<file path="config.mk">
export PLATFORM = sky130hd
export DESIGN_NAME = mvt_sum
export DESIGN_NICKNAME = d
export VERILOG_FILES = /design/src/hw/rtl/mvt_pkg.sv /design/src/hw/rtl/mvt_sum.sv
export SDC_FILE = /design/constraint.sdc
export NUM_CORES = 2
export LEC_CHECK = 0
export ABC_AREA = 1
export ABC_CLOCK_PERIOD_IN_PS = 28700
export CAP_MARGIN = 20
export CORE_AREA = 2 2 457 459
export DETAILED_ROUTE_END_ITERATION = 10
export DIE_AREA = 0 0 459 461
export DONT_BUFFER_PORTS = 1
export SYNTH_ARGS = -nofsm -noshare
export SYNTH_HDL_FRONTEND = slang
export SYNTH_SLANG_ARGS = --single-unit
export TNS_END_PERCENT = 20
</file>
<file path="constraint.sdc">
create_clock -name clk_i -period 28.7 [get_ports clk_i]
set_input_delay 5.74 -clock clk_i [delete_from_list [all_inputs] [get_ports clk_i]]
set_output_delay 5.74 -clock clk_i [all_outputs]
set_load 0.005 [all_outputs]
</file>
<file path="src/hw/rtl/mvt_pkg.sv">
// Shared types and constants for the 4x4 matrix-vector transform.
// Depends on nothing; every other file imports it.
package mvt_pkg;

  localparam int unsigned VALUE_WIDTH   = 32;
  localparam int unsigned FRACTION_BITS = 16;
  localparam int unsigned PROD_WIDTH    = 2 * VALUE_WIDTH;
  localparam int unsigned SUM_WIDTH     = PROD_WIDTH + 2;

  typedef logic signed [VALUE_WIDTH-1:0] value_t;
  typedef logic signed [PROD_WIDTH-1:0]  prod_t;

  localparam value_t VALUE_MAX = {1'b0, {(VALUE_WIDTH-1){1'b1}}};
  localparam value_t VALUE_MIN = {1'b1, {(VALUE_WIDTH-1){1'b0}}};
  // Diagonal reset value: one in fixed point, or the largest value if one
  // cannot be represented.
  localparam value_t VALUE_ONE = (FRACTION_BITS >= VALUE_WIDTH - 1) ? VALUE_MAX :
                                 value_t'(64'd1 << FRACTION_BITS);

  typedef enum logic {
    OP_WRITE     = 1'b0,
    OP_TRANSFORM = 1'b1
  } op_e;

  typedef struct packed {
    op_e        operation;
    logic [1:0] column;
    logic [1:0] row;
    value_t     element_value;
    value_t     vec_x;
    value_t     vec_y;
    value_t     vec_z;
    value_t     vec_w;
  } in_t;

  typedef struct packed {
    value_t out_x;
    value_t out_y;
    value_t out_z;
    value_t out_w;
    logic   saturated;
  } out_t;

  // Classified word as it sits in the queue between front and back.
  typedef struct packed {
    op_e                   kind;
    logic [3:0]            addr;   // column * 4 + row
    value_t                value;
    logic [3:0][VALUE_WIDTH-1:0] vec;
  } entry_t;

  // Sixteen products, indexed [row][column].
  typedef logic [3:0][3:0][PROD_WIDTH-1:0] prod_blk_t;

  // Queue handshake toward the back end.
  typedef struct packed {
    logic   valid;
    entry_t entry;
  } queue_head_t;

endpackage

</file>
<file path="src/hw/rtl/mvt_sum.sv">
// Back end, last stages: adds the products of each row in two steps,
// scales, saturates and holds the result word. Depends on mvt_pkg.
module mvt_sum (
  input  logic               clk_i,
  input  logic               rst_ni,
  input  logic               prod_valid_i,
  input  mvt_pkg::prod_blk_t prod_i,
  output logic               prod_ready_o,
  output logic               empty_o,
  output mvt_pkg::out_t      result_o,
  input  logic               pop_i
);
  import mvt_pkg::*;

  typedef logic signed [PROD_WIDTH:0] pair_t;
  typedef logic signed [SUM_WIDTH-1:0] sum_t;

  pair_t  pair_q [4][2];
  pair_t  pair_d [4][2];
  logic   pair_valid_q;
  out_t   res_q, res_d;
  logic   res_valid_q;
  logic   res_free, pair_free;
  value_t comp [4];
  logic   comp_sat [4];

  assign res_free     = !res_valid_q || pop_i;
  assign pair_free    = !pair_valid_q || res_free;
  assign prod_ready_o = pair_free;

  always_comb begin
    prod_t a;
    prod_t b;
    for (int r = 0; r < 4; r++) begin
      for (int h = 0; h < 2; h++) begin
        a = prod_t'(prod_i[r][2*h]);
        b = prod_t'(prod_i[r][2*h+1]);
        pair_d[r][h] = {a[PROD_WIDTH-1], a} + {b[PROD_WIDTH-1], b};
      end
    end
  end

  // Full sum, arithmetic shift, then clip to the value range.
  always_comb begin
    sum_t total;
    sum_t scaled;
    logic all_ones;
    logic all_zeros;
    for (int r = 0; r < 4; r++) begin
      total     = {pair_q[r][0][PROD_WIDTH], pair_q[r][0]} +
                  {pair_q[r][1][PROD_WIDTH], pair_q[r][1]};
      scaled    = total >>> FRACTION_BITS;
      all_ones  = &scaled[SUM_WIDTH-1:VALUE_WIDTH-1];
      all_zeros = ~|scaled[SUM_WIDTH-1:VALUE_WIDTH-1];
      if (scaled[SUM_WIDTH-1] && !all_ones) begin
        comp[r]     = VALUE_MIN;
        comp_sat[r] = 1'b1;
      end else if (!scaled[SUM_WIDTH-1] && !all_zeros) begin
        comp[r]     = VALUE_MAX;
        comp_sat[r] = 1'b1;
      end else begin
        comp[r]     = scaled[VALUE_WIDTH-1:0];
        comp_sat[r] = 1'b0;
      end
    end
    res_d.out_x     = comp[0];
    res_d.out_y     = comp[1];
    res_d.out_z     = comp[2];
    res_d.out_w     = comp[3];
    res_d.saturated = comp_sat[0] | comp_sat[1] | comp_sat[2] | comp_sat[3];
  end

  always_ff @(posedge clk_i or negedge rst_ni) begin
    if (!rst_ni) begin
      pair_valid_q <= 1'b0;
      res_valid_q  <= 1'b0;
    end else begin
      if (pair_free) begin
        pair_valid_q <= prod_valid_i;
      end
      if (res_free) begin
        res_valid_q <= pair_valid_q;
      end
    end
  end

  always_ff @(posedge clk_i) begin
    if (pair_free && prod_valid_i) begin
      pair_q <= pair_d;
    end
    if (res_free && pair_valid_q) begin
      res_q <= res_d;
    end
  end

  assign empty_o  = !res_valid_q;
  assign result_o = res_q;

endmodule

</file>
* Yosys cells after proc, flatten, opt, wreduce, memory -nomap -nowiden
Cells that the tools add are included.
** Word-level totals
- Bits in registers :: 651
- Input bits :: 1028
- Output and inout port bits :: 131
- Word-level logic and storage cells :: 72
** Operators by class
- $add $sub $neg :: 12
- Mux-type cells :: 12
- Bitwise operators :: 3
- Reduce and logical (&&, ||, !) cells :: 30
** Operators with widths (number)
- adder 64 x 64 -> 65 bit :: 8
- adder 65 x 65 -> 66 bit :: 4
- two-way mux 32 bit :: 4
- AND reduction 19 bit :: 4
- OR reduction 19 bit :: 4
- logical AND 1 bit :: 10
- zero test 1 bit :: 10
- two-way mux 1 bit :: 8
- bitwise OR 1 bit :: 3
- logical OR 1 bit :: 2

* Longest topological paths before layout
- Word-level depth :: 8
- Depth in mapped cells :: 24
- Mapped depth without buffers :: 23

* Worst setup path after synthesis
No wires, ideal clock.
- Kind :: input-to-reg
- From :: input pop_i
- To :: register pair_q[0] (netlist name), enable pin
- Library setup time :: 868 ps
- Data arrival time :: 16015 ps
- Required time :: 27832 ps
- Path slack :: 11817 ps
- Stages :: 4
- Buffers on the path :: 0
- Path through :: inv_1 -> nand3_1 -> nand2_1 -> inv_1
** Between the ends
- Longest elaborated chain between the ends :: 3
** RTL lines
- start: declaration :: line mvt_sum.sv:11 : input logic pop_i
- logical OR 1 bit :: line mvt_sum.sv:27 : assign res_free = !res_valid_q || pop_i;
- logical OR 1 bit :: line mvt_sum.sv:28 : assign pair_free = !pair_valid_q || res_free;
- named net prod_ready_o :: line mvt_sum.sv:8 : output logic prod_ready_o,
- logical AND 1 bit :: line mvt_sum.sv:88 : if (pair_free && prod_valid_i) begin
- end signal: assignment :: line mvt_sum.sv:89 : pair_q <= pair_d;
- end: declaration :: line mvt_sum.sv:18 : pair_t pair_q [4][2];
The timed path passes the listed nets, and every way through them passes these cells.
A chain may end at the register's enable or synchronous reset.

* Worst setup path after layout
- From :: input pop_i
- To :: output prod_ready_o
** Between the ends
- Longest elaborated chain between the ends :: 2
** RTL lines (line)
- logical OR 1 bit :: mvt_sum.sv:27
- logical OR 1 bit :: mvt_sum.sv:28
- end: declaration :: mvt_sum.sv:8
No other way between the ends.

==> metrics.md <==
| Metric | Value |
|---|---|
| Synthesized area | 0.07758 sq mm |
| # hold bufs at CTS | 0 |
| Insertion delay to the later sink of the worst-skew pair | 0.76 ns |
| Final setup viols | 0 |
| IR drop worst, VDD | 0.04550 mV |
| Largest net degree at the start of global routing | 79 |
| Max Cap Viol | 0 |
| Syn_nets | 13.72k |
| Pwr dens | 63.15 mW/mm^2 |
| Worst Tran Pin Value | 1.006 ns |
| H-Tree Depth | 3 |
| Leading area contributor after synthesis | edfxtp_1 |
| Top-count cell post-synth | nand2_1 |
| Top_reg_cell synth | edfxtp_1 |
| Die Width | ~460 microns |
| Vias in the first global route | approximately 75k |
| Finished Layout Cells | 14.79k |
| Routed Antenna Nets | 0 |
| Slew Limit Fails | 0 |
| EDFF count, synth | roughly 650 |
| Initial antenna violation count | 60 |
| DR WL/cell | roughly 24 microns |
| Worst r2r path cells | 8 |
| Slowest-stage cell, CP | nand3_1 |
| Fraction of layout cells with a size suffix above 1 | 0.02772 |
| Hold worst-path end | res_valid_q |
| HP Start | pair_valid_q |
| P_leak | 0.04085 uW |
| Area contributors post-synth | edfxtp_1 (25%), nand2_1 (17%), ha_1 (12%) |
| CTS tree | yes |
| Vias/cell | 5.388 |
| CP Max Fanout | 3 |
| Drt total wl | ~360000 microns |
| RSZ-0062 raised after global routing | no |
| Clk_skew | between 0.06 and 0.07 ns |
| Number of buffers created by CTS | 79 |
| Clock transition at path regs | 0.06 ns |
| Buf+Inv Stages, Crit Path | 1 |
| Gr usage total | 0.3271 |
| Synth top cells by count | nand2_1 (3420), inv_1 (2214), nor2_1 (1387) |
| Starting Density | 0.3758 |
| P&R area growth vs syn | 7.590% |
| Post-CTS sizing | 0 |
| Clk root buf | clkbuf_16 |
| Post-layout nets | 13.79k |
| Crit path kind | in -> out |
| Initial DRC count | 8027 |
| Sequential fraction of the synthesis area | 0.2519 |
| PortBufs | 0 |
| Post-synthesis async set-or-reset flop share | 0.003072 |
| HP Class | reg -> reg |
| Row count | 167 |
| Distinct cells, synth | 54 |
| R2r setup slk | roughly 23 ns |
| First-pass GRT wire length | 507200 microns |
| Status | completed |
| R2R Path End | pair_q[273] |
| Crit-path cells | inv_1 > nand3_1 |
| CP max stage delay | around 0.15 ns |
| Worst r2r src | res_valid_q |
| Mapped Avg Cell Area | 6.513 sq um |
| Die H | 461 microns |
| DR DRC count | 0 |
| TNS Setup | 0 ns |
| WP data arrival | 5.97 ns |
| Grt total ovfl | 0 |
| Post-synth top area share | 0.2512 |
| Fmax achieved | between 80 and 90 MHz |
| Fin crit period | 11.71 ns |
| I/O Pins | 1159 |
| Max-slew headroom | 0.3209 |
| DR vias | 79.71k |
| CP endpoint kind | primary output |
| Hold Path Depth | 2 |
| Total number of yosys warnings | 0 |
| # Post-CTS Setup Buffers | 0 |
| Clock sink count | 651 |
| Post-DP HPWL | 319100 microns |
| Pre-antenna DRT Iters | 6 |
| Period utilisation layout | 0.4080 |
| GPL Wtd Cong | 1.075 |
| Core area | 0.2064 sq mm |
| Post-synthesis register bit count | 651 |
| Placed Instances | between 10k and 15k |
| Mapped Cells | about 12k |
| Crit path required time | 22.96 ns |
| Setup crit start kind | primary input |
| Fin. Hold Viols | 0 |
| Die area | 0.2116 sq mm |
| CP delay by family, top | simple AND/OR/NAND/NOR gates |
| Maximum root-to-sink buffer count | 3 |
## stage by stage
stage	cell area, sq um	hold slack (ns)	util	setup WS [ns]	total power [uW]
after CTS	83360	0.5448	0.4038	16.99	5226
after detailed placement	80840	0.5318	0.3916	16.99	4196
after global placement	80830	0.5341	0.3915	16.99	4203
after global routing	83420	0.5867	0.4041	16.97	5568
after floorplan	77580	0.4530	-	11.82	3245
final	83470	0.5483	0.4043	16.99	5271
## cell usage in the layout (no fill, tap or decap), drive strengths merged, types with 32 or more instances in the layout
master / count
a21boi: 34
a21oi: 1070
a221oi: 34
a31oi: 205
clkbuf: 93
clkinv: 32
diode: 42
edfxtp: 649
ha: 768
inv: 2246
nand2: 3452
nand3: 351
nand4: 108
nor2: 1425
nor3: 124
nor4: 33
o211ai: 33
o21a: 124
o21ai: 406
o21bai: 52
o311ai: 39
xnor2: 182
xor2: 452
## cells by family after synthesis
| group | count (synthesis) | synth area share |
|---|---|---|
| XOR/XNOR | 634 | 0.07196 |
| flip-flops | 651 | 0.2519 |
| buffers and inverters | 2266 | 0.1122 |
| adder cells (fa/ha/maj) | 776 | 0.1259 |
| AND/OR/NAND/NOR | 5543 | 0.2868 |
| AO/OA/AOI/OAI | 2042 | 0.1513 |
## where the power goes
| part | internal [uW] | switching [uW] | total [uW] |
|---|---|---|---|
| logic | 793 | 1990 | 2780 |
| registers | 1330 | 145 | 1480 |
| clock network | 561 | 450 | 1010 |
## registers in the layout, summed over array words and instances (netlist names)
signal and count:
result_o 129, pair_q 520, pair_valid_q 1, res_valid_q 1
## cell type report
cell class / count / area, sq um
antenna: 42 / 105.1
clock buffer: 93 / 2051
clock inverter: 49 / 467.9
fill: 22828 / 123000
inverter: 2239 / 8412
multi-input combinational: 8995 / 49350
sequential: 651 / 19540
tap: 2704 / 3383
timing repair buffer: 21 / 160.2
## per-layer routing
metal | vias to the layer above | track usage | wire length, microns
met5 | - | 0.002067 | 149
met4 | 16 | 0.1266 | 16470
met3 | 533 | 0.05180 | 27500
met2 | 3378 | 0.5186 | 157600
met1 | 37069 | 0.4445 | 158900
li1 | 38709 | - | -
## worst max-delay path by stage
stage           from      endpoint  depth (start not counted)
6_report       pop_i  prod_ready_o                          2
5_1_grt        pop_i  prod_ready_o                          2
4_1_cts        pop_i  prod_ready_o                          2
3_5_place_dp   pop_i  prod_ready_o                          2
3_3_place_gp   pop_i  prod_ready_o                          2
2_1_floorplan  pop_i     pair_q[0]                          4
(Power assumes the default switching activity.)
