==> config.mk <==
export PLATFORM = sky130hd
export DESIGN_NAME = mvt_front
export DESIGN_NICKNAME = d
export VERILOG_FILES = /design/src/hw/rtl/mvt_pkg.sv /design/src/hw/rtl/mvt_front.sv
export SDC_FILE = /design/constraint.sdc
export NUM_CORES = 1
export LEC_CHECK = 0
export BUFFER_PORTS_ARGS = -buffer_cell sky130_fd_sc_hd__buf_4
export CORE_MARGIN = 10
export CORE_UTILIZATION = 30
export CTS_CLUSTER_SIZE = 16
export DETAILED_ROUTE_END_ITERATION = 10
export RECOVER_POWER = 25
export SYNTH_ARGS = -nofsm -noshare
export SYNTH_HDL_FRONTEND = slang
export SYNTH_SLANG_ARGS = --single-unit
==> constraint.sdc <==
create_clock -name clk_i -period 15.2 [get_ports clk_i]
set_clock_uncertainty 0.1 [all_clocks]
set_input_delay 0.76 -clock clk_i [delete_from_list [all_inputs] [get_ports clk_i]]
set_output_delay 0.76 -clock clk_i [all_outputs]
set_load 0.005 [all_outputs]
==> src/hw/rtl/mvt_pkg.sv <==
// Shared types and constants for the 4x4 matrix-vector transform.
// Depends on nothing; every other file imports it.
package mvt_pkg;

  localparam int unsigned VALUE_WIDTH   = 32;
  localparam int unsigned FRACTION_BITS = 16;
  localparam int unsigned PROD_WIDTH    = 2 * VALUE_WIDTH;
  localparam int unsigned SUM_WIDTH     = PROD_WIDTH + 2;

  typedef logic signed [VALUE_WIDTH-1:0] value_t;
  typedef logic signed [PROD_WIDTH-1:0]  prod_t;

  localparam value_t VALUE_MAX = {1'b0, {(VALUE_WIDTH-1){1'b1}}};
  localparam value_t VALUE_MIN = {1'b1, {(VALUE_WIDTH-1){1'b0}}};
  // Diagonal reset value: one in fixed point, or the largest value if one
  // cannot be represented.
  localparam value_t VALUE_ONE = (FRACTION_BITS >= VALUE_WIDTH - 1) ? VALUE_MAX :
                                 value_t'(64'd1 << FRACTION_BITS);

  typedef enum logic {
    OP_WRITE     = 1'b0,
    OP_TRANSFORM = 1'b1
  } op_e;

  typedef struct packed {
    op_e        operation;
    logic [1:0] column;
    logic [1:0] row;
    value_t     element_value;
    value_t     vec_x;
    value_t     vec_y;
    value_t     vec_z;
    value_t     vec_w;
  } in_t;

  typedef struct packed {
    value_t out_x;
    value_t out_y;
    value_t out_z;
    value_t out_w;
    logic   saturated;
  } out_t;

  // Classified word as it sits in the queue between front and back.
  typedef struct packed {
    op_e                   kind;
    logic [3:0]            addr;   // column * 4 + row
    value_t                value;
    logic [3:0][VALUE_WIDTH-1:0] vec;
  } entry_t;

  // Sixteen products, indexed [row][column].
  typedef logic [3:0][3:0][PROD_WIDTH-1:0] prod_blk_t;

  // Queue handshake toward the back end.
  typedef struct packed {
    logic   valid;
    entry_t entry;
  } queue_head_t;

endpackage

==> src/hw/rtl/mvt_front.sv <==
// Front end: accepts input words, classifies them and holds them in a
// two-entry queue for the back end. Depends on mvt_pkg.
module mvt_front (
  input  logic                 clk_i,
  input  logic                 rst_ni,
  input  logic                 push_i,
  input  mvt_pkg::in_t         item_i,
  output logic                 full_o,
  output mvt_pkg::queue_head_t head_o,
  input  logic                 take_i
);
  import mvt_pkg::*;

  entry_t     mem_q [2];
  logic [1:0] count_q, count_d;
  logic       wr_ptr_q, rd_ptr_q;
  logic       push_ok, pop_ok;
  entry_t     entry_in;

  assign full_o  = (count_q == 2'd2);
  assign push_ok = push_i && !full_o;
  assign pop_ok  = take_i && (count_q != 2'd0);

  // Classify: writes keep the address and value, transforms the vector.
  always_comb begin
    entry_in.kind   = item_i.operation;
    entry_in.addr   = {item_i.column, item_i.row};
    entry_in.value  = item_i.element_value;
    entry_in.vec[0] = item_i.vec_x;
    entry_in.vec[1] = item_i.vec_y;
    entry_in.vec[2] = item_i.vec_z;
    entry_in.vec[3] = item_i.vec_w;
  end

  always_comb begin
    count_d = count_q;
    if (push_ok && !pop_ok) begin
      count_d = count_q + 2'd1;
    end else if (pop_ok && !push_ok) begin
      count_d = count_q - 2'd1;
    end
  end

  always_ff @(posedge clk_i or negedge rst_ni) begin
    if (!rst_ni) begin
      count_q  <= 2'd0;
      wr_ptr_q <= 1'b0;
      rd_ptr_q <= 1'b0;
    end else begin
      count_q <= count_d;
      if (push_ok) begin
        wr_ptr_q <= ~wr_ptr_q;
      end
      if (pop_ok) begin
        rd_ptr_q <= ~rd_ptr_q;
      end
    end
  end

  always_ff @(posedge clk_i) begin
    if (push_ok) begin
      mem_q[wr_ptr_q] <= entry_in;
    end
  end

  assign head_o.valid = (count_q != 2'd0);
  assign head_o.entry = mem_q[rd_ptr_q];

endmodule

### Yosys cells after proc, flatten, opt, wreduce, memory -nomap -nowiden

Memory sizes are Yosys's and may differ from the RTL's.
Cells that the tools add are included.

* add/sub/neg operators: 2
* bitwise operators: 2
* reduce and logical (&&, ||, !) cells: 9
* equal/unequal tests: 1
* muxes and demuxes: 4

Operators by type and width (count)
* logical AND 1 bit: 4
* two-way mux 2 bit: 2
* nonzero test 2 bit: 2
* zero test 1 bit: 3
* adder 2 x 1 -> 2 bit (second input constant): 1
* == test 2 bit (second input constant): 1
* two-way mux 1 bit: 2
* inverter 1 bit: 2
* subtractor 2 x 1 -> 2 bit (second input constant): 1

* memory bits (writable): 330
* register bits: 4
* logic and storage cells: 22
* memories kept: 1

Memories
* mem_q: depth 2, width 165, rd ports 1, clocked after Yosys merged registers in 0, wr ports 1, RTL line mvt_front.sv:14 `entry_t mem_q [2];`

### Depth between registers and ports, before layout

Gate-level depths: netlist of the first run.

* depth in word-level cells: 7
* mapped depth: 7
* gate-level depth less buffers: 7

### Worst setup path before layout of the first run

OpenSTA, ideal clock, no wires.

* path type: input to register
* start point: in push_i
* end point: mem mem_q[0][0] (netlist name), enable pin
* buffers on the path: 0
* data required time: 14408 ps
* data arrival time: 7695 ps
* stages on the path: 2
* slack: 6713 ps
* cells stage by stage: nand2_1 > nor2_1

* longest elaborated chain between the ends: 3

Ends and longest elaborated chain
* start, declared: RTL line mvt_front.sv:6 `input logic push_i,`
* logical AND 1 bit: RTL line mvt_front.sv:21 `assign push_ok = push_i && !full_o;`
* two-way mux 1 bit: RTL line mvt_front.sv:61 `if (push_ok) begin`
* two-way mux 1 bit (not written as such): RTL line mvt_front.sv:62 `mem_q[wr_ptr_q] <= entry_in;`
* end, declared: RTL line mvt_front.sv:14

No other way between the ends.

==> flow_summary.yaml, run 1 <==
clock_network:
  cts_buffer_depth: 3
  cts_buffers: 38
  htreeDepth: 2
  cts.sinks: 334
  tritoncts: "yes"
  path_clk_slew_ns: 0.06
  clock_latency_ns: 0.52
  root_buffer: "clkbuf_16"
pwr:
  power.switching_mw: 0.817
  power_frac_clock_pct: 28.9
  intPower_mw: 2.30
  sw_frac_of_total_pct: 26.2
  cellPowerDensity_nw_per_um2: 190
  ir_worst_vdd_mv: 0.115
  p_seq_share_pct: 42.4
  leakagePower_nw: 5.99
  comb_power_share_pct: 28.7
worst_setup_path:
  reg2regPathDepth: 5
  timing.critical_path.mode_cell: "buf_4"
  rr_startpoint: "count_q[0]"
  path_depth: 3
  worstSetupStartpointType: "register"
  critical_path_class: "reg -> out"
  cpPeakStageDelay_ns: 0.79
  arrival_ns: 2.80
  crit_fanout: 68
  r2r_end: "mem_q[0][129]"
  path_cells: "buf_4 -> mux2_2 -> buf_4"
  crit_buf_inv: 2
  crit_start: "rd_ptr_q"
  cp_data_required_time_ns: 14.34
  ff2ff_setup_slack_ns: 12.15
  critical-path-top-delay-family: "buffers and inverters"
  crit_end: "head_o[86]"
  cpMaxStageDelayCell: "buf_4"
  end_kind: "output port"
global_routing:
  grt_pass1_vias: 6660
  grt_util_all_layers_pct: 11.0
  grt_max_degree: 72
  antenna_found_initial: 1
  grt_pass1_wl_um: 41600
  grt_overflow: 0
layout:
  drive_gt1_share_pct: 59.1
  layout.cells.most_common: "edfxtp_1"
  regArea_um2: 10000
  instances_no_fill: 1450
  most-common-layout-cells: "330 x edfxtp_1, 233 x buf_4, 165 x mux2_2"
  fillers: 3651
  n_antenna_cell: 0
  multi_input_area_um2: 1960
  final_nets: 1067
  area_delta_synth_final_pct: 35.0
place:
  post-place-cells: 1381
  gp_congestion: 0.706
  port_buffers: 335
  preCtsSetupSlack_ns: 11.89
  dp_hpwl_um: 18800
timing:
  worst_slew_pin_slew_ns: 1.04
  fin_tns_setup_ns: 0
  hold_viol_final: 0
  relSlewSlack_pct: 30.7
  rsz0062_at_grt: "no"
  fin_ws_ns: 11.54
  finalWorstPathRequiredPeriod_ns: 3.66
  setup_viol: 0
  fmax_mhz: 273
  report.final.slew_viol_count: 0
  finalCritPeriodShare_pct: 24.1
floorplanning:
  dieArea_um2: 48900
  die_y_um: 221
  core_area_um2: 39900
  io_pins: 336
  die-width_um: 221
  initial_utilization_pct: 30.4
  rows: 73
route:
  drc: 0
  drt-initial-drc-count: 404
  vias_per_cell: 4.26
  ant_nets: 0
  finalWirelength_um: 27800
  avgRoutedWirePerCell_um: 19.2
  num_vias: 6174
  drtPass1Iterations: 4
synthesis:
  synthAdderAreaFrac_pct: 0.103
  synthDistinctLibCells: 15
  yosys_warnings: 0
  synthesis.nets: 702
  seq_area_frac_synth_pct: 82.4
  synth_top_family_by_area: "multiplexers"
  netlist_instances: 532
  synth-simple-area-share_pct: 0.278
  ys_ff_latch: 334
  synthMuxAreaShare_pct: 15.3
  syn_area_per_cell_um2: 22.8
  synth_xor_area_share_pct: 0.360
  syn_area_um2: 12100
  synth_compound_area_share_pct: 0
run:
  max_cap_viol_count: 0
worst_hold_path:
  min_path_type: "in -> reg"
  hold_path.startpoint: "item_i[45]"
run_status:
  status: "complete, no violations"
logic make-up (layout without fill, tap and decap cells):
group         Yosys count  in the layout
fa+ha+maj               1              1
xor+xnor                5              5
buf+inv                20            413
flops                 334            334
simple gates            7              7
mux                   165            165
power groups by stage:
stage	clock [mW]	combinational, mW	sequential, mW
floorplan	0	0.485	1.36
global placement	0	0.929	1.33
detailed placement	0	0.926	1.34
CTS	0.930	0.931	1.33
global route	0.971	0.975	1.34
finish	0.898	0.894	1.32
synth_stat cells:
cell type  number  area, um^2
xnor2_1         3        26.3
xor2_1          2        17.5
mux2_2        165        1860
buf_6          14         158
edfxtp_1      330        9910
inv_1           2        7.51
ha_1            1        12.5
or2_2           1        6.26
buf_4           2        15.0
dfrtp_1         4         100
nand2b_1        1        6.26
nor2_1          2        7.51
nand2_1         2        7.51
buf_2           2        10.0
and3_1          1        6.26
state kept, by name, summed over array words and instances, names as in the netlist:
name      count
count_q       2
mem_q       330
rd_ptr_q      1
wr_ptr_q      1
per-layer routing:
layer | global-route usage [%] | up-vias | part of all wire [%]
met5 | 0 | - | 0.047
met4 | 4.43 | 2 | 2.6
met3 | 4.26 | 43 | 8.1
met2 | 18.3 | 221 | 50
met1 | 12.5 | 3045 | 39
li1 | - | 2863 | -
layout make-up:
| class | instances | share of cell area, % |
|---|---|---|
| timing repair buffer | 343 | 15.3 |
| sequential | 334 | 61.0 |
| inverter | 2 | 0.0458 |
| clock buffer | 48 | 6.41 |
| multi-input combinational | 178 | 12.0 |
| clock inverter | 20 | 1.21 |
| tap | 525 | 4.00 |
per-stage QoR:
stage | total power [mW] | cell area (um^2) | utilization, % | hold slack [ns]
CTS | 3.19 | 16500 | 41.3 | 0.263
global route | 3.29 | 16400 | 41.1 | 0.292
floorplan | 1.84 | 12100 | - | 0.356
global placement | 2.26 | 15200 | 38.1 | 0.383
finish | 3.11 | 16400 | 41.1 | 0.318
detailed placement | 2.27 | 15200 | 38.1 | 0.396
repair_timing:
| action | 4_1_cts | 5_1_grt |
|---|---|---|
| buffers inserted | 0 | 0 |
| endpoints found under the hold margin | 4 | 0 |
| hold buffers | 1 | 0 |
| gates resized for setup | 0 | 0 |
worst min-delay path by stage:
stage | to | slack (ns) | depth (start not counted)
3_3_place_gp | count_q[1] | 0.38 | 1
5_1_grt | mem_q[0][42] | 0.29 | 1
6_report | mem_q[1][77] | 0.32 | 1
3_5_place_dp | count_q[1] | 0.40 | 1
2_1_floorplan | count_q[0] | 0.36 | 0
4_1_cts | mem_q[0][54] | 0.26 | 1
(Power assumes the default switching activity.)
==> inputs of run 2 (changes only) <==
==> constraint.sdc (replaced) <==
create_clock -name clk_i -period 3.3 [get_ports clk_i]
set_clock_uncertainty 0.1 [all_clocks]
set_input_delay 0.165 -clock clk_i [delete_from_list [all_inputs] [get_ports clk_i]]
set_output_delay 0.165 -clock clk_i [all_outputs]
set_load 0.005 [all_outputs]
==> flow_summary.yaml, run 2 (synthesis results as in run 1) <==
clock_network:
  cts.sinks: 334
  clock_latency_ns: 0.53
  tritoncts: "yes"
  root_buffer: "clkbuf_16"
  cts_resized: 0
  cts_buffers: 37
  path_clk_slew_ns: 0.06
  cts_buffer_depth: 3
  htreeDepth: 2
worst_setup_path:
  r2r_end: "mem_q[1][7]"
  ff2ff_setup_slack_ns: 1.34
  end_kind: "output port"
  cp_data_required_time_ns: 3.03
  critical_path_class: "reg -> out"
  rr_startpoint: "count_q[0]"
  arrival_ns: 2.32
  worstSetupStartpointType: "register"
  reg2regPathDepth: 3
  crit_fanout: 44
floorplanning:
  rows: 73
  die_y_um: 221
  dieArea_um2: 48900
  core_area_um2: 39900
  die-width_um: 221
  io_pins: 336
  initial_utilization_pct: 30.4
worst_hold_path:
  hold_path.startpoint: "item_i[127]"
  min_path_type: "in -> reg"
  hold-path-cell-count: 2
  holdPathEnd: "mem_q[1][31]"
layout:
  reg_top3: "mem_q (330), count_q (2)"
  area_delta_synth_final_pct: 50.2
  most-common-layout-cells: "330 x edfxtp_1, 232 x buf_4, 169 x dlygate4sd3_1"
  regMostFlops: "mem_q"
  final_nets: 1241
  multi_input_area_um2: 1980
  largest_register_ffs: 330
  fillers: 3447
  drive_gt1_share_pct: 50.6
  layout.cells.most_common: "edfxtp_1"
  regArea_um2: 10000
route:
  avgRoutedWirePerCell_um: 18.3
  num_vias: 6849
  ant_nets: 0
  drt-initial-drc-count: 525
  finalWirelength_um: 29800
  drtPass1Iterations: 5
  drc: 0
  vias_per_cell: 4.22
timing:
  finalWorstPathRequiredPeriod_ns: 2.58
  fmax_mhz: 387
  finalCritPeriodShare_pct: 78.3
  report.final.slew_viol_count: 0
  hold_viol_final: 0
  worst_slew_pin_slew_ns: 0.744
  relSlewSlack_pct: 50.4
  whs_ns: 0.273
  fin_tns_setup_ns: 0
  setup_viol: 0
  rsz0062_at_grt: "no"
  fin_ws_ns: 0.717
pwr:
  intPower_mw: 10.8
  power.switching_mw: 3.88
  sw_frac_of_total_pct: 26.5
  p_seq_share_pct: 41.7
  comb_power_share_pct: 30.7
  leakagePower_nw: 6.76
  ir_worst_vdd_mv: 0.506
  cellPowerDensity_nw_per_um2: 804
  power_frac_clock_pct: 27.6
global_routing:
  grt_pass1_vias: 7851
  grt_overflow: 0
  grt_util_all_layers_pct: 11.9
  grt_pass1_wl_um: 46000
  grt_max_degree: 84
  antenna_found_initial: 2
run_status:
  status: "complete, no violations"
place:
  gp_congestion: 0.703
  preCtsSetupSlack_ns: 1.22
  dp_hpwl_um: 19900
  port_buffers: 335
run:
  max_cap_viol_count: 0
[run 2: changes by cell type in the layout (fill, tap and decap cells not counted), moves of 3 or more]
cell and change:
buf_12 +11, clkbuf_4 -4, clkinv_1 -3, dlygate4sd3_1 +168
[run 2: area by class of cell]
| cell class | instances | share of cell area (%) |
|---|---|---|
| Inverter | 2 | 0.0411 |
| Tap cell | 525 | 3.60 |
| Multi-Input combinational cell | 178 | 10.8 |
| Antenna cell | 2 | 0.0274 |
| Clock inverter | 19 | 1.10 |
| Clock buffer | 46 | 5.49 |
| Sequential cell | 334 | 54.9 |
| Timing Repair Buffer | 518 | 24.0 |
[run 2: worst max-delay path by stage]
| stage | from | end | slack, ns | depth (start not counted) |
|---|---|---|---|---|
| floorplan | count_q[0] | mem_q[0][0] | -0.26 | 3 |
| global placement | rd_ptr_q | head_o[18] | 1.22 | 3 |
| detailed placement | rd_ptr_q | head_o[18] | 1.22 | 3 |
| CTS | rd_ptr_q | head_o[18] | 0.62 | 3 |
| global route | rd_ptr_q | head_o[116] | 0.57 | 3 |
| finish | rd_ptr_q | head_o[116] | 0.72 | 3 |
[run 2: power groups by stage]
stage	combinational, mW	sequential [mW]	clock [mW]
detailed placement	4.45	6.22	0
CTS	4.65	6.14	4.19
finish	4.50	6.12	4.05
global route	4.87	6.22	4.37
global placement	4.45	6.19	0
floorplan	2.25	6.10	0
[run 2: worst max-delay path: stages, from the launching register on]
cell and delay [ns]:
dfrtp_4 0.90, buf_4 0.34, mux2_2 0.36, buf_4 0.14
[run 2: what timing repair did]
| item | in CTS | in global routing |
|---|---|---|
| hold buffers | 169 | 0 |
| buffers inserted | 0 | 0 |
| endpoints found under the hold margin | 337 | 0 |
[run 2: per-layer routing]
| layer | vias to the layer above | track usage (%) | wire length (um) |
|---|---|---|---|
| met5 | - | 0 | 0 |
| met4 | 0 | 4.43 | 680 |
| met3 | 46 | 3.84 | 2050 |
| met2 | 220 | 20.4 | 15300 |
| met1 | 3374 | 13.6 | 11800 |
| li1 | 3209 | - | - |
[run 2: stage by stage]
stage | power, mW | std cells | util, % | area, um^2
2_1_floorplan | 8.35 | 532 | - | 12200
3_3_place_gp | 10.6 | 1388 | 38.6 | 15400
3_5_place_dp | 10.7 | 1388 | 38.6 | 15400
4_1_cts | 15.0 | 1622 | 45.9 | 18300
5_1_grt | 15.5 | 1624 | 45.7 | 18200
6_report | 14.7 | 1624 | 45.7 | 18200
==> inputs of run 3 (changes only) <==
==> constraint.sdc (replaced) <==
create_clock -name clk_i -period 2.35 [get_ports clk_i]
set_clock_uncertainty 0.1 [all_clocks]
set_input_delay 0.1175 -clock clk_i [delete_from_list [all_inputs] [get_ports clk_i]]
set_output_delay 0.1175 -clock clk_i [all_outputs]
set_load 0.005 [all_outputs]
==> flow_summary.yaml, run 3 (synthesis results as in run 1) <==
route:
  drtPass1Iterations: 4
  vias_per_cell: 4.24
  finalWirelength_um: 29600
  avgRoutedWirePerCell_um: 18.3
  num_vias: 6852
  ant_nets: 0
  drt-initial-drc-count: 378
  drc: 0
floorplanning:
  die_y_um: 221
  io_pins: 336
  die-width_um: 221
  initial_utilization_pct: 30.4
  rows: 73
  core_area_um2: 39900
  dieArea_um2: 48900
worst_setup_path:
  arrival_ns: 2.08
  critical_path_class: "reg -> out"
  r2r_end: "mem_q[0][129]"
  rr_startpoint: "count_q[0]"
  end_kind: "output port"
  worstSetupStartpointType: "register"
  reg2regPathDepth: 4
  ff2ff_setup_slack_ns: 0.51
  crit_fanout: 87
  cp_data_required_time_ns: 2.13
timing:
  finalWorstPathRequiredPeriod_ns: 2.30
  relSlewSlack_pct: 55.9
  finalCritPeriodShare_pct: 97.7
  fmax_mhz: 436
  worst_slew_pin_slew_ns: 0.661
  setup_viol: 0
  rsz0062_at_grt: "no"
  report.final.slew_viol_count: 0
  hold_viol_final: 0
  whs_ns: 0.227
clock_network:
  cts_setup_buffers: 0
  cts_resized: 0
  cts-hold-fix-buffers: 169
  root_buffer: "clkbuf_16"
  cts_buffer_depth: 3
  cts_buffers: 37
  path_clk_slew_ns: 0.06
  tritoncts: "yes"
  htreeDepth: 2
  cts.sinks: 334
  clock_latency_ns: 0.52
global_routing:
  antenna_found_initial: 1
  grt_pass1_wl_um: 45100
  grt_util_all_layers_pct: 11.8
  grt_max_degree: 91
  grt_pass1_vias: 7619
  grt_overflow: 0
worst_hold_path:
  hold-path-cell-count: 2
  holdPathEnd: "mem_q[1][43]"
  hold_path.startpoint: "item_i[75]"
  min_path_type: "in -> reg"
layout:
  regMostFlops: "mem_q"
  area_delta_synth_final_pct: 48.5
  drive_gt1_share_pct: 49.0
  largest_register_ffs: 330
  reg_top3: "mem_q (330), count_q (2)"
  final_nets: 1234
  layout.cells.most_common: "edfxtp_1"
  most-common-layout-cells: "330 x edfxtp_1, 230 x buf_4, 169 x dlygate4sd3_1"
place:
  port_buffers: 335
  gp_congestion: 0.694
  dp_hpwl_um: 18800
pwr:
  cellPowerDensity_nw_per_um2: 1120
  ir_worst_vdd_mv: 0.669
  power_mw: 20.3
  leakagePower_nw: 6.64
run_status:
  status: "complete, no violations"
run:
  max_cap_viol_count: 0
[run 3: layout make-up]
class                           count  area (um^2)
Fill cell                        3417        21900
Antenna cell                        1         2.50
Tap cell                          525          657
Inverter                            2         7.51
Clock buffer                       49          971
Timing Repair Buffer              511         4240
Sequential cell                   334        10000
Clock inverter                     15          179
Multi-Input combinational cell    178         1980
[run 3: worst max path at each step]
stage                     from             to
floorplan           count_q[0]    mem_q[0][0]
CTS                   rd_ptr_q     head_o[14]
finish                rd_ptr_q     head_o[14]
detailed placement  count_q[0]  mem_q[0][136]
global route          rd_ptr_q     head_o[14]
global placement    count_q[0]    mem_q[0][7]
[run 3: power by group]
group | switching (mW) | total [mW] | internal, mW
clock network | 2.17 | 5.51 | 3.34
registers | 0.274 | 8.42 | 8.14
logic | 2.95 | 6.34 | 3.39
[run 3: critical path: stages, from the launching register on]
cell	delay (ns)
dfrtp_4	0.44
buf_12	0.37
mux2_2	0.43
buf_4	0.15
[run 3: routing by layer]
metal | track usage, % | vias up | share of wire (%)
li1 | - | 3191 | -
met1 | 13.2 | 3369 | 39
met2 | 20.2 | 229 | 51
met3 | 3.60 | 63 | 6.4
met4 | 5.17 | 0 | 3.2
met5 | 0 | - | 0
[run 3: through the flow]
step / instances / setup WS [ns] / util, % / instance area, um^2 / setup TNS, ns
3_3_place_gp: 1381 / 0.576 / 38.3 / 15300 / 0
4_1_cts: 1614 / 0.0546 / 45.4 / 18100 / 0
6_report: 1615 / 0.0540 / 45.2 / 18000 / 0
5_1_grt: 1615 / 0.0125 / 45.2 / 18000 / 0
3_5_place_dp: 1381 / 0.549 / 38.3 / 15300 / 0
2_1_floorplan: 532 / -1.21 / - / 12200 / -328.20
